`config.mk`:
```
export PLATFORM = sky130hd
export DESIGN_NAME = c8ic_ctrl
export DESIGN_NICKNAME = d
export VERILOG_FILES = /design/src/rtl/c8ic_pkg.sv /design/src/rtl/c8ic_ctrl.sv
export SDC_FILE = /design/constraint.sdc
export NUM_CORES = 1
export LEC_CHECK = 0
export BUFFER_PORTS_ARGS = -buffer_cell sky130_fd_sc_hd__buf_2
export CAP_MARGIN = 20
export CORE_MARGIN = 1
export CORE_UTILIZATION = 29
export DETAILED_ROUTE_END_ITERATION = 8
export HOLD_SLACK_MARGIN = 0.1
export PLACE_DENSITY = 0.8
export SLEW_MARGIN = 20
export SYNTH_ARGS = -nofsm -noshare
export SYNTH_HDL_FRONTEND = slang
export SYNTH_SLANG_ARGS = --single-unit
export TNS_END_PERCENT = 20
```
`constraint.sdc`:
```
create_clock -name clk -period 1.25 [get_ports clk]
set_input_delay 0.25 -clock clk [delete_from_list [all_inputs] [get_ports clk]]
set_output_delay 0.25 -clock clk [all_outputs]
set_load 0.01 [all_outputs]
```
`src/rtl/c8ic_pkg.sv`:
```
// c8ic_pkg: shared types and constants for the chip-8 instruction core
// no dependencies
`timescale 1ns / 1ps
package c8ic_pkg;

  localparam int MemBytesDefault   = 4096;
  localparam int StackDepthDefault = 16;
  localparam int RegCount          = 16;
  localparam logic [12:0] PcReset  = 13'h200;

  localparam logic [2:0] StOk        = 3'd0;
  localparam logic [2:0] StUndecoded = 3'd1;
  localparam logic [2:0] StPastEnd   = 3'd2;
  localparam logic [2:0] StOverflow  = 3'd3;
  localparam logic [2:0] StUnderflow = 3'd4;

  localparam logic OpLoad = 1'b0;
  localparam logic OpStep = 1'b1;

  typedef struct packed {
    logic        opcode;
    logic [11:0] load_address;
    logic [7:0]  load_byte;
    logic [15:0] key_mask;
    logic [3:0]  waited_key;
  } in_req_t;

  typedef struct packed {
    logic [2:0]  status;
    logic [12:0] next_pc;
    logic        clear_screen;
    logic        draw_request;
    logic [7:0]  draw_x;
    logic [7:0]  draw_y;
    logic [3:0]  sprite_rows;
    logic [11:0] sprite_address;
  } out_req_t;

  // datapath commands
  typedef enum logic [3:0] {
    CmdNone,
    CmdLoad,
    CmdFetchHi,
    CmdFetchLo,
    CmdExec,
    CmdBcd,
    CmdStore,
    CmdLoadReg,
    CmdFinish
  } cmd_t;

  typedef struct packed {
    cmd_t       cmd;
    logic [3:0] k;
  } ctl_t;

  typedef struct packed {
    logic       halted;
    logic       past_end;
    logic [1:0] multi;  // 0 none, 1 bcd, 2 store, 3 load
    logic [3:0] x;
  } sts_t;

  localparam logic [1:0] MultiNone  = 2'd0;
  localparam logic [1:0] MultiBcd   = 2'd1;
  localparam logic [1:0] MultiStore = 2'd2;
  localparam logic [1:0] MultiLoad  = 2'd3;

endpackage

```
`src/rtl/c8ic_ctrl.sv`:
```
// c8ic_ctrl: request sequencer for the chip-8 instruction core
// depends on c8ic_pkg
`timescale 1ns / 1ps
module c8ic_ctrl (
  input  logic           clk,
  input  logic           rst_n,
  input  logic           start,
  input  c8ic_pkg::in_req_t in_req,
  input  c8ic_pkg::sts_t  sts,
  output c8ic_pkg::ctl_t  ctl,
  output logic           busy
);

  typedef enum logic [2:0] {
    S_IDLE, S_FHI, S_FLO, S_EXEC, S_DISP, S_MULTI, S_DONE
  } state_t;

  state_t     state_r;
  logic [3:0] k_r;

  always_ff @(posedge clk) begin
    if (!rst_n) begin
      state_r <= S_IDLE;
      k_r     <= '0;
    end else begin
      unique case (state_r)
        S_IDLE: begin
          if (start) begin
            state_r <= (in_req.opcode == c8ic_pkg::OpLoad) ? S_DONE : S_FHI;
          end
        end
        S_FHI: begin
          state_r <= (sts.halted || sts.past_end) ? S_DONE : S_FLO;
        end
        S_FLO: state_r <= S_EXEC;
        S_EXEC: state_r <= S_DISP;
        // multi-byte kind is registered by the execute cycle
        S_DISP: begin
          k_r     <= '0;
          state_r <= (sts.multi == c8ic_pkg::MultiNone) ? S_DONE : S_MULTI;
        end
        S_MULTI: begin
          k_r <= k_r + 4'd1;
          if ((sts.multi == c8ic_pkg::MultiBcd && k_r == 4'd2) ||
              (sts.multi != c8ic_pkg::MultiBcd && k_r == sts.x)) begin
            state_r <= S_DONE;
          end
        end
        S_DONE: state_r <= S_IDLE;
        default: state_r <= S_IDLE;
      endcase
    end
  end

  always_comb begin
    ctl.k = k_r;
    unique case (state_r)
      S_IDLE:  ctl.cmd = (start && in_req.opcode == c8ic_pkg::OpLoad) ? c8ic_pkg::CmdLoad
                                                                      : c8ic_pkg::CmdNone;
      S_FHI:   ctl.cmd = c8ic_pkg::CmdFetchHi;
      S_FLO:   ctl.cmd = c8ic_pkg::CmdFetchLo;
      S_EXEC:  ctl.cmd = c8ic_pkg::CmdExec;
      S_DISP:  ctl.cmd = c8ic_pkg::CmdNone;
      S_MULTI: begin
        unique case (sts.multi)
          c8ic_pkg::MultiBcd:   ctl.cmd = c8ic_pkg::CmdBcd;
          c8ic_pkg::MultiStore: ctl.cmd = c8ic_pkg::CmdStore;
          default:              ctl.cmd = c8ic_pkg::CmdLoadReg;
        endcase
      end
      S_DONE:  ctl.cmd = c8ic_pkg::CmdFinish;
      default: ctl.cmd = c8ic_pkg::CmdNone;
    endcase
  end

  assign busy = (state_r != S_IDLE);

  a_done_idle: assert property (@(posedge clk) disable iff (!rst_n)
    state_r == S_DONE |=> state_r == S_IDLE) else $error("done not followed by idle");
  a_busy_start: assert property (@(posedge clk) disable iff (!rst_n)
    (start && !busy) |=> busy) else $error("request accepted but not busy");
  a_multi_k: assert property (@(posedge clk) disable iff (!rst_n)
    state_r == S_MULTI && sts.multi == c8ic_pkg::MultiBcd |-> k_r <= 4'd2)
    else $error("bcd step out of range");

endmodule

```
; ---- Yosys cells after proc, flatten, opt, wreduce, memory -nomap -nowiden
; Cells that the tools add are included.
[op_classes]
addsub = 1
n_eq_ne = 13
n_mux = 10
bitwise_logic = 1
n_reduce_logical = 10
[ops]
columns = cell, count
row1 = 4-bit one-hot mux with 6 select lines, 1
row2 = 3-bit one-hot mux with 6 select lines, 1
row3 = 3-bit 2-to-1 mux, 4
row4 = "3-bit == test, second input constant", 3
row5 = 4-bit one-hot mux with 2 select lines, 1
row6 = "3-bit by 2-bit == test with 1-bit output, second input constant", 2
row7 = "4-bit by 1-bit adder with 4-bit output, second input constant", 1
row8 = "4-bit by 2-bit == test with 1-bit output, second input constant", 1
row9 = 4-bit == test, 1
row10 = "2-bit != test, second input constant", 2
row11 = 2-bit one-hot mux with 2 select lines, 1
row12 = "3-bit by 1-bit == test with 1-bit output, second input constant", 1
row13 = 1-bit logical AND, 3
row14 = 3-bit zero test, 1
row15 = 3-bit nonzero test, 1
row16 = "2-bit by 1-bit == test with 1-bit output, second input constant", 1
row17 = "2-bit == test, second input constant", 1
row18 = 2-bit zero test, 1
row19 = 1-bit logical OR, 2
row20 = 2-bit 2-to-1 mux, 1
row21 = "2-bit by 1-bit != test with 1-bit output, second input constant", 1
row22 = 2-bit AND reduction, 1
row23 = 2-bit nonzero test, 1
row24 = 1-bit 2-to-1 mux, 1
row25 = 1-bit inverter, 1
[totals]
reg_bits = 7
in_bits = 52
output_inout_bits = 9

; ---- Longest topological paths before layout
; Gate-level depths: netlist (run 1).
[depth]
ltp_word = 5
mapped_depth = 5
depth_no_buf = 5

; ---- Worst setup path before layout (run 1)
; OpenSTA, ideal clock, no wires.
[synth_timing]
path_kind = register to register
startpoint = reg k_r[0]
endpoint = reg state_r[0]
setup_time_ps = 117
arrival_time_ps = 1121
slack_ps = 13
stages_incl_launch_ff = 5
period_less_slack_ps = 1237
cell_sequence = dfxtp_1 -> xnor2_1 -> nand3_1 -> o31a_1 -> a22o_1
[synth_via]
elab_chain_len = 5
elab_cells_between_ends = 7
[synth_lines]
columns = item, line_no
row1 = "start, declared", c8ic_ctrl.sv:19  ; logic [3:0] k_r;
row2 = "start signal, assigned", c8ic_ctrl.sv:43  ; k_r <= k_r + 4'd1;
row3 = 4-bit by 2-bit == test with 1-bit output / 4-bit == test (equally long branches), "c8ic_ctrl.sv:44, c8ic_ctrl.sv:45"
row4 = 1-bit logical AND (on tied branches), "c8ic_ctrl.sv:44, c8ic_ctrl.sv:45"
row5 = 1-bit logical OR *, c8ic_ctrl.sv:44  ; if ((sts.multi == c8ic_pkg::MultiBcd && k_r == 4'd2) ||
row6 = 2-bit != test (no line) *, n/a
row7 = 2-bit AND reduction (no line) *, n/a
row8 = "end signal, assigned", c8ic_ctrl.sv:29  ; state_r <= (in_req.opcode == c8ic_pkg::OpLoad) ? S_DONE : S_FHI;
row9 = "end signal, assigned", c8ic_ctrl.sv:33  ; state_r <= (sts.halted || sts.past_end) ? S_DONE : S_FLO;
row10 = "end signal, assigned", c8ic_ctrl.sv:40  ; state_r <= (sts.multi == c8ic_pkg::MultiNone) ? S_DONE : S_MULTI;
row11 = "end, declared", c8ic_ctrl.sv:18  ; state_t state_r;
; Mark *: on every way between the ends. The rest lies on a longest branch, timed or not.
; A chain may end at the register's enable or synchronous reset.

; ---- Worst setup path after layout (run 1)
[layout_timing]
startpoint = reg state_r[2]
endpoint = out busy
[layout_via]
elab_chain_len = 1
[layout_lines]
columns = item, line_no
row1 = 3-bit nonzero test, c8ic_ctrl.sv:76  ; assign busy = (state_r != S_IDLE);
row2 = "end, declared", c8ic_ctrl.sv:11  ; output logic busy
; Every way passes these cells.

==> results of run 1 <==
-- worst max-delay path, delay by kind of cell (launching register included) --
| family | cells | cell delay (ns) |
|---|---|---|
| buffers and inverters | 2 | 0.25 |
| DFF | 1 | 0.36 |
| and+or+nand+nor | 1 | 0.29 |
-- layer usage --
layer	global-route usage, %	up-vias	part of all wire, %
met2	26.2	16	48
met1	17.7	273	46
met4	7.27	0	1.1
met5	0	-	0
met3	5.31	2	4.8
li1	-	319	-
-- cells by family (layout without fill, tap and decap cells) --
kind of cell             count (synthesis)  count (layout)  synth area share, %
AO/OA/AOI/OAI                           19              19                 23.6
XOR/XNOR                                 4               4                 6.73
adder cells (fa/ha/maj)                  2               2                 4.81
flip-flops                               7               7                 26.9
buffers and inverters                    4              37                 3.36
AND/OR/NAND/NOR                         34              34                 34.6
-- through the flow --
step	setup TNS, ns	power, mW	utilization [%]
final	-0.675	1.15	49.3
after global routing	-1.14	1.25	49.3
after CTS	-0.629	1.14	48.4
after detailed placement	-0.0271	0.862	44.2
after global placement	0	0.843	44.2
after floorplan	0	0.639	-
-- worst max path at each step --
stage | from | to | slack [ns] | cells past startpoint
final | state_r[2] | busy | -0.14 | 3
after global routing | state_r[2] | busy | -0.20 | 3
after floorplan | k_r[0] | state_r[0] | 0.01 | 4
after detailed placement | k_r[0] | state_r[0] | -0.02 | 4
after CTS | state_r[2] | busy | -0.15 | 3
after global placement | k_r[0] | state_r[0] | 0.0008 | 4
-- power groups by stage --
stage	logic (mW)	registers [mW]	clock network, mW
detailed placement	0.523	0.339	0
finish	0.598	0.349	0.199
global placement	0.509	0.334	0
floorplan	0.341	0.299	0
global route	0.658	0.359	0.230
CTS	0.587	0.344	0.207
-- final cells by class --
type	instances	area share (%)
inverter	1	0.478
clock buffer	4	3.34
tap	24	3.82
sequential	7	18.8
timing repair buffer	32	24.7
multi-input combinational	59	48.9
-- sequential cells by signal, indices dropped and copies added, names as in the netlist --
signal and count:
k_r 4, state_r 3
-- cells in the mapped netlist --
| library cell | instances | area [µm²] |
|---|---|---|
| a22o_1 | 1 | 8.76 |
| o21ai_0 | 6 | 30.0 |
| nand2_1 | 6 | 22.5 |
| a21oi_1 | 4 | 20.0 |
| or3_1 | 1 | 6.26 |
| nor3b_1 | 1 | 7.51 |
| o32ai_1 | 1 | 8.76 |
| and2_1 | 1 | 6.26 |
| nor3_1 | 1 | 5.00 |
| nand2b_1 | 3 | 18.8 |
| or4_1 | 1 | 7.51 |
| o31a_1 | 1 | 8.76 |
| a21boi_0 | 2 | 15.0 |
| xor2_1 | 1 | 8.76 |
| xnor2_1 | 3 | 26.3 |
| dfxtp_1 | 7 | 140 |
| ha_1 | 2 | 25.0 |
| nand3b_1 | 1 | 7.51 |
| nor2_1 | 8 | 30.0 |
| a21boi_1 | 1 | 7.51 |
| nor4b_1 | 1 | 8.76 |
| inv_1 | 1 | 3.75 |
| clkbuf_1 | 1 | 3.75 |
| nand3_1 | 4 | 20.0 |
| nor2b_1 | 5 | 31.3 |
| buf_2 | 2 | 10.0 |
| a31oi_1 | 2 | 12.5 |
| or3b_1 | 1 | 8.76 |
| o2111a_1 | 1 | 11.3 |
-- what timing repair did --
item / CTS / global route
gates resized for setup: 8 / 1
setup buffers: 3 / 0
pin swaps: 1 / 0
setup endpoints to repair: 7 / 8
hold buffers: 0 / 0
cloned: 0 / 0
==> reports/qor.csv, run 1 <==
metric;value;unit
place_area;704;µm²
status;complete, but fails checks;
h-tree-depth;1;
p_int;718;µW
totalWireLength;1360;µm
pwr-share-comb;52.2;%
switching_share;37.3;%
grt_pass1_wl;2220;µm
postLayoutSetupSlackWorst;-0.145;ns
viasPerCell;4.80;
setup_viol;8;
power.switching;428;µW
syn_area;520;µm²
grt_use_total;15.6;%
start_util;32.7;%
grt_max_degree;11;
clock-skew-final;0.00243;ns
worst_pin_slew;0.396;ns
arrival;1.14;ns
core_area;1590;µm²
finalCritPeriodShare;112;%
register_area;148;µm²
required;1.00;ns
grt_overflow_total;0;
crit_chain;buf_6 -> or3_1 -> buf_2;
cts_root_buffer;clkbuf_4;
power.leakage;0.344;nW
grt_pass1_vias;511;
nets;158;
antenna_found_initial;0;
final_area;786;µm²
multi_input_area;384;µm²
worstHoldStart;rst_n;
drive_above_1_share;40.8;%
layout_common_cells;20 x buf_2, 11 x buf_4, 8 x nor2_1;
slowest_stage;dfxtp_4;
final_common_cell;buf_2;
clk_pin_slew;0.05;ns
drtIter0Drc;4;
finalNonFillerCells;127;
port_buffers;20;
rows;14;
yosysUniqueCellTypes;29;
drv_slew;0;
area_delta_synth_final;51.0;%
hp-class;primary input to register;
slowest_delay;0.36;ns
dpl.cell_count;120;
numClockSinks;7;
diodes;0;
synth-seq-cells;7;
die-area;1970;µm²
die_w;44.4;µm
crit_path_max_fanout;5;
min_to;state_r[1];
syn_inst;70;
dpl.hpwl;961;µm
ff2ff_setup_slack;-0.05;ns
peakVddDrop;0.620;mV
n_fill_cell;162;
cp-start-kind;register;
vias;610;
hold_depth;3;
max_cap_violations;0;
avgRoutedWirePerCell;10.7;µm
dp_slack;-0.0171;ns
r2r_start;state_r[2];
rsz0062_at_grt;yes;
power.density;1460;nW/µm²
ys_seq_area_share;26.9;%
synth_warnings;0;
fp.dieH;44.4;µm
antenna_left;0;
power_frac_seq;30.4;%
avgSynthCellArea;7.44;µm²
clockPowerShare;17.4;%
gp_congestion;0.792;
cp-end-kind;primary output;
hold_viol;0;
holdWs;0.316;ns
cts_buffers;3;
drc;0;
r2r_end;k_r[2];
period_needed;1.39;ns
cts_tree;built;
cts_buffer_depth;2;
max-slew-margin-rel;73.6;%
syn_nets;124;
violations;negative setup slack;
worstRegToRegCells;5;
clock.fmax;717;MHz
critPathKind;register to primary output;
dr.pass1.iters;2;
clkLatencyLatePin;0.24;ns
io_pins;61;
Power figures use the tool's default switching activity.
==> run 2, diff against run 1 <==
PLACE_DENSITY = 0.75   (was 0.8)
==> run 2 against run 1 <==
The run still ends with negative setup slack left; total power increased by 3.8%; die area unchanged; first-iteration DRC count grew to 5.0 times the previous value.
==> reports/qor.csv, run 2 (same netlist as run 1, synthesis figures left out) <==
metric;value;unit;change
period_needed;1.40;ns;+0.00858 ns
gp_congestion;0.892;;+13%
antenna_left;0;;unchanged
fp.dieH;44.4;µm;unchanged
drv_slew;0;;unchanged
nets;160;;+1.3%
pwr-share-comb;52.5;%;+0.3 points
drtIter0Drc;20;;+16
worst_pin_slew;0.249;ns;-0.147 ns
io_pins;61;;unchanged
grt_pass1_wl;2330;µm;+4.7%
clk_pin_slew;0.05;ns;about the same
area_delta_synth_final;54.3;%;
critPathKind;register to primary output;;
grt_max_degree;10;;-1
grt_overflow_total;0;;unchanged
totalWireLength;1450;µm;+7.1%
cts_tree;built;;
rows;14;;unchanged
power.density;1480;nW/µm²;+1.5%
grt_pass1_vias;568;;+11%
clock.fmax;713;MHz;-0.61%
power.leakage;0.359;nW;+4.2%
hp-class;primary input to register;;
port_buffers;20;;unchanged
cts_buffer_depth;2;;unchanged
layout_common_cells;20 x buf_2, 11 x buf_4, 8 x nor2_1;;
finalCritPeriodShare;112;%;+0.69 points
fin_total_pwr;1.19;mW;+3.8%
die_w;44.4;µm;unchanged
max_cap_violations;0;;unchanged
rsz0062_at_grt;yes;;
drc;0;;unchanged
p_int;739;µW;+2.9%
holdWs;0.310;ns;-0.00616 ns
hold_viol;0;;unchanged
clockPowerShare;17.7;%;+0.3 points
grt_use_total;15.6;%;+0.026 points
required;1.00;ns;about the same
h-tree-depth;1;;unchanged
setup_viol;7;;-1
reg_top3;k_r: 4 flops, state_r: 3 flops;;
status;complete, but fails checks;;
cts_root_buffer;clkbuf_4;;
cp-start-kind;register;;
numClockSinks;7;;unchanged
peakVddDrop;1.17;mV;+89%
power_frac_seq;29.8;%;-0.6 points
cts_buffers;3;;unchanged
power.switching;450;µW;+5.3%
cp-end-kind;primary output;;
avgRoutedWirePerCell;11.3;µm;+5.4%
final_core_util;50.4;%;+1.1 points
dr.pass1.iters;4;;+2
diodes;0;;unchanged
finalNonFillerCells;129;;+1.6%
viasPerCell;4.92;;+2.5%
arrival;1.15;ns;about the same
drive_above_1_share;41.9;%;+1.1 points
violations;negative setup slack;;
postLayoutSetupSlackWorst;-0.153;ns;-0.00858 ns
antenna_found_initial;0;;unchanged
start_util;32.7;%;unchanged
clkLatencyLatePin;0.25;ns;about the same
max-slew-margin-rel;83.2;%;+9.6 points
switching_share;37.9;%;+0.54 points
clock-skew-final;0.00360;ns;+0.00117 ns
dpl.hpwl;1010;µm;+5.1%
core_area;1590;µm²;unchanged
dpl.cell_count;122;;+1.7%
vias;635;;+4.1%
crit_path_max_fanout;6;;+1
final_common_cell;buf_2;;
top_register;k_r;;
die-area;1970;µm²;unchanged
largest_register_ffs;4;;unchanged
-- run 2: changes by cell type in the layout (fill, tap and decap cells not counted) --
cell and change:
buf_6 +2, a21boi_0 -1, a21boi_1 +1, a21oi_1 +1
a21oi_2 -1, a31oi_2 +1, a31oi_4 -1, o21ai_0 -1
o21ai_1 +1, o32ai_1 -1, o32ai_2 +1
-- run 2: stage by stage --
step	instance area [µm²]	TNS, ns	setup WS (ns)
6_report	803	-0.552	-0.153
5_1_grt	803	-0.901	-0.178
4_1_cts	778	-0.634	-0.158
3_5_place_dp	719	-0.0250	-0.0250
3_3_place_gp	719	-0.0229	-0.0229
2_1_floorplan	520	0	0.0127
-- run 2: metal layers --
metal  GRT usage, %  wire length [µm]
met1           20.0               712
met2           26.2               672
met3           1.63                67
met4           7.27                 0
met5              0                 0
-- run 2: power by group through the flow --
stage          registers, mW  logic (mW)  clock network, mW
3_3_place_gp           0.340       0.520                  0
2_1_floorplan          0.299       0.341                  0
3_5_place_dp           0.342       0.532                  0
5_1_grt                0.361       0.683              0.226
6_report               0.354       0.625              0.210
4_1_cts                0.346       0.588              0.215
-- run 2: layout make-up --
class | instances | area [µm²]
multi-input cells | 59 | 379
inverters | 1 | 3.75
flip-flops and latches | 7 | 148
clock buffers | 4 | 26.3
well taps | 24 | 30.0
repair buffers | 34 | 216
fillers | 160 | 791
-- run 2: timing repair --
item,4_1_cts,5_1_grt
buffers inserted,3,0
pin swaps,2,4
resized for setup,12,6
endpoints found under the hold margin,0,0
endpoints found under the setup margin,7,10
hold buffers,0,0
-- run 2: path summary, 6_finish.rpt --
check,startpoint,to,slack (ns),cells past startpoint
setup / recovery,state_r[2],busy,-0.15,3
hold / removal,rst_n,state_r[1],0.31,3
setup reg to reg,state_r[2],k_r[2],-0.04,5
hold reg to reg,k_r[1],k_r[1],0.61,2
-- run 2: critical path: stages (launching register included) --
cell and delay [ns]:
dfxtp_4 0.36, buf_6 0.11, or3_1 0.29, buf_2 0.14
==> run 3, diff against run 2 <==
CTS_BUF_LIST = sky130_fd_sc_hd__clkbuf_16   (was default)
==> run 3 against run 2 <==
The run still ends with negative setup slack left; first-iteration DRC count shrank 15%; worst hold slack improved by 0.030 ns; clock skew fell by 0.0017 ns; die area did not move; register-to-register slack lost 0.03 ns; sequential cell count is the same; global-route usage grew 1.1 points; critical path depth unchanged; sequential power up 2%; total power rose by 33%; maximum frequency is 1.8% higher; worst setup slack better by 0.025 ns; largest power group unchanged.
==> reports/qor.csv, run 3 (same netlist as run 1, synthesis figures left out) <==
metric;value;unit;change
place_area;719;µm²;unchanged
slowest_stage;dfxtp_4;;
crit_chain;buf_6 -> or3_1 -> buf_2;;
violations;negative setup slack;;
fp.dieH;44.4;µm;unchanged
numClockSinks;7;;unchanged
arrival;1.13;ns;-0.02 ns
crit_path_max_fanout;6;;unchanged
status;complete, but fails checks;;
avgRoutedWirePerCell;12.4;µm;+9.8%
drc;0;;unchanged
gp_congestion;0.892;;unchanged
period_needed;1.38;ns;-0.0252 ns
core_area;1590;µm²;unchanged
die_w;44.4;µm;unchanged
grt_max_degree;10;;unchanged
totalWireLength;1610;µm;+11%
reg_top3;k_r: 4 flops, state_r: 3 flops;;
rsz0062_at_grt;yes;;
postLayoutSetupSlackWorst;-0.128;ns;+0.0252 ns
top_register;k_r;;
finalNonFillerCells;130;;+0.78%
dr.pass1.iters;4;;unchanged
drv_slew;0;;unchanged
max_cap_violations;0;;unchanged
grt_pass1_vias;582;;+2.5%
grt_use_total;16.7;%;+1.1 points
fin_tns_setup;-0.549;ns;+0.00272 ns
antenna_found_initial;0;;unchanged
layout_common_cells;20 x buf_2, 13 x buf_4, 8 x nor2_1;;
cts_buffer_depth;2;;unchanged
rows;14;;unchanged
area_delta_synth_final;67.8;%;
setup_viol;8;;+1
peakVddDrop;1.20;mV;+2.8%
worst_pin_slew;0.271;ns;+0.0224 ns
cp-end-kind;primary output;;
die-area;1970;µm²;unchanged
h-tree-depth;1;;unchanged
critPathKind;register to primary output;;
cts_tree;built;;
switching_share;32.5;%;-5.3 points
clock-skew-final;0.00194;ns;-0.00166 ns
power.density;1810;nW/µm²;+22%
io_pins;61;;unchanged
nets;161;;+0.63%
ctsHoldBuffers;0;;unchanged
start_util;32.7;%;unchanged
cts_root_buffer;clkbuf_16;;
dpl.cell_count;122;;unchanged
dpl.hpwl;1010;µm;unchanged
clk_pin_slew;0.04;ns;about the same
drtIter0Drc;17;;-15%
power.switching;513;µW;+14%
clock.fmax;726;MHz;+1.8%
grt_pass1_wl;2500;µm;+7.4%
required;1.00;ns;about the same
clockPowerShare;34.0;%;+16 points
drive_above_1_share;44.3;%;+2.4 points
p_int;1.07;mW;+44%
cts_buffers;3;;unchanged
antenna_left;0;;unchanged
final_common_cell;buf_2;;
viasPerCell;5.22;;+6.0%
vias;678;;+6.8%
crit_family;flip-flops;;
grt_overflow_total;0;;unchanged
max-slew-margin-rel;81.9;%;-1.3 points
pwr-share-comb;43.2;%;-9.3 points
clkLatencyLatePin;0.23;ns;-0.02 ns
power_frac_seq;22.9;%;-6.9 points
hold_viol;0;;unchanged
power.leakage;0.392;nW;+9.4%
final_area;873;µm²;+8.7%
n_fill_cell;148;;-7.5%
finalCritPeriodShare;110;%;-2.0 points
slowest_delay;0.36;ns;about the same
port_buffers;20;;unchanged
largest_register_ffs;4;;unchanged
cp_num_buf_inv;2;;unchanged
cp-start-kind;register;;
diodes;0;;unchanged
hp-class;primary input to register;;
==> run 3: cell types whose count changed in the layout (fill, tap and decap cells not counted), sizes merged <==
cell / before / now
inv: 1 / 2
buf: 34 / 35
clkbuf: 4 / 3
==> run 3: per-stage QoR <==
| step | setup slack, ns | hold slack (ns) | power, mW | utilization (%) |
|---|---|---|---|---|
| 6_report | -0.128 | 0.341 | 1.58 | 54.8 |
| 5_1_grt | -0.147 | 0.357 | 1.66 | 54.8 |
| 4_1_cts | -0.125 | 0.336 | 1.49 | 52.5 |
| 2_1_floorplan | 0.0127 | 0.372 | 0.639 | - |
| 3_3_place_gp | -0.0229 | 0.566 | 0.860 | 45.1 |
| 3_5_place_dp | -0.0250 | 0.577 | 0.874 | 45.1 |
==> run 3: power groups by stage <==
stage	combinational, mW	sequential, mW	clock (mW)
after floorplan	0.341	0.299	0
after global placement	0.520	0.340	0
after detailed placement	0.532	0.342	0
after CTS	0.598	0.352	0.541
after global routing	0.745	0.368	0.550
final	0.682	0.361	0.536
==> run 3: timing repair <==
| item | 4_1_cts | 5_1_grt |
|---|---|---|
| hold endpoints to repair | 0 | 0 |
| pin swaps | 2 | 2 |
| gates resized for setup | 14 | 6 |
| endpoints found under the setup margin | 7 | 11 |
| setup buffers | 3 | 1 |
==> run 3: worst paths after layout <==
kind	from	endpoint	slack, ns	cells past startpoint
worst min-delay path	rst_n	state_r[1]	0.34	3
worst max-delay path	state_r[2]	busy	-0.13	3
worst min register to register	k_r[1]	k_r[1]	0.61	2
worst max register to register	state_r[2]	k_r[2]	-0.07	5
==> run 3: final cells by class <==
cell class | instances | area, µm² | area share [%]
multi-input cells | 59 | 390 | 44.7
repair buffers | 35 | 220 | 25.2
flip-flops and latches | 7 | 150 | 17.2
clock buffers | 3 | 75.1 | 8.60
well taps | 24 | 30.0 | 3.44
clock inverters | 1 | 3.75 | 0.430
inverters | 1 | 3.75 | 0.430
==> run 3: routing by layer <==
layer | GRT usage [%] | wire length (µm)
met1 | 22.3 | 718
met2 | 25.9 | 739
met3 | 2.04 | 84
met4 | 9.70 | 64
met5 | 0 | 0
==> run 3: tightest hold or removal path, stage by stage <==
cell	delay, ns
buf_2	0.14
nand3_1	0.08
nor3_1	0.05
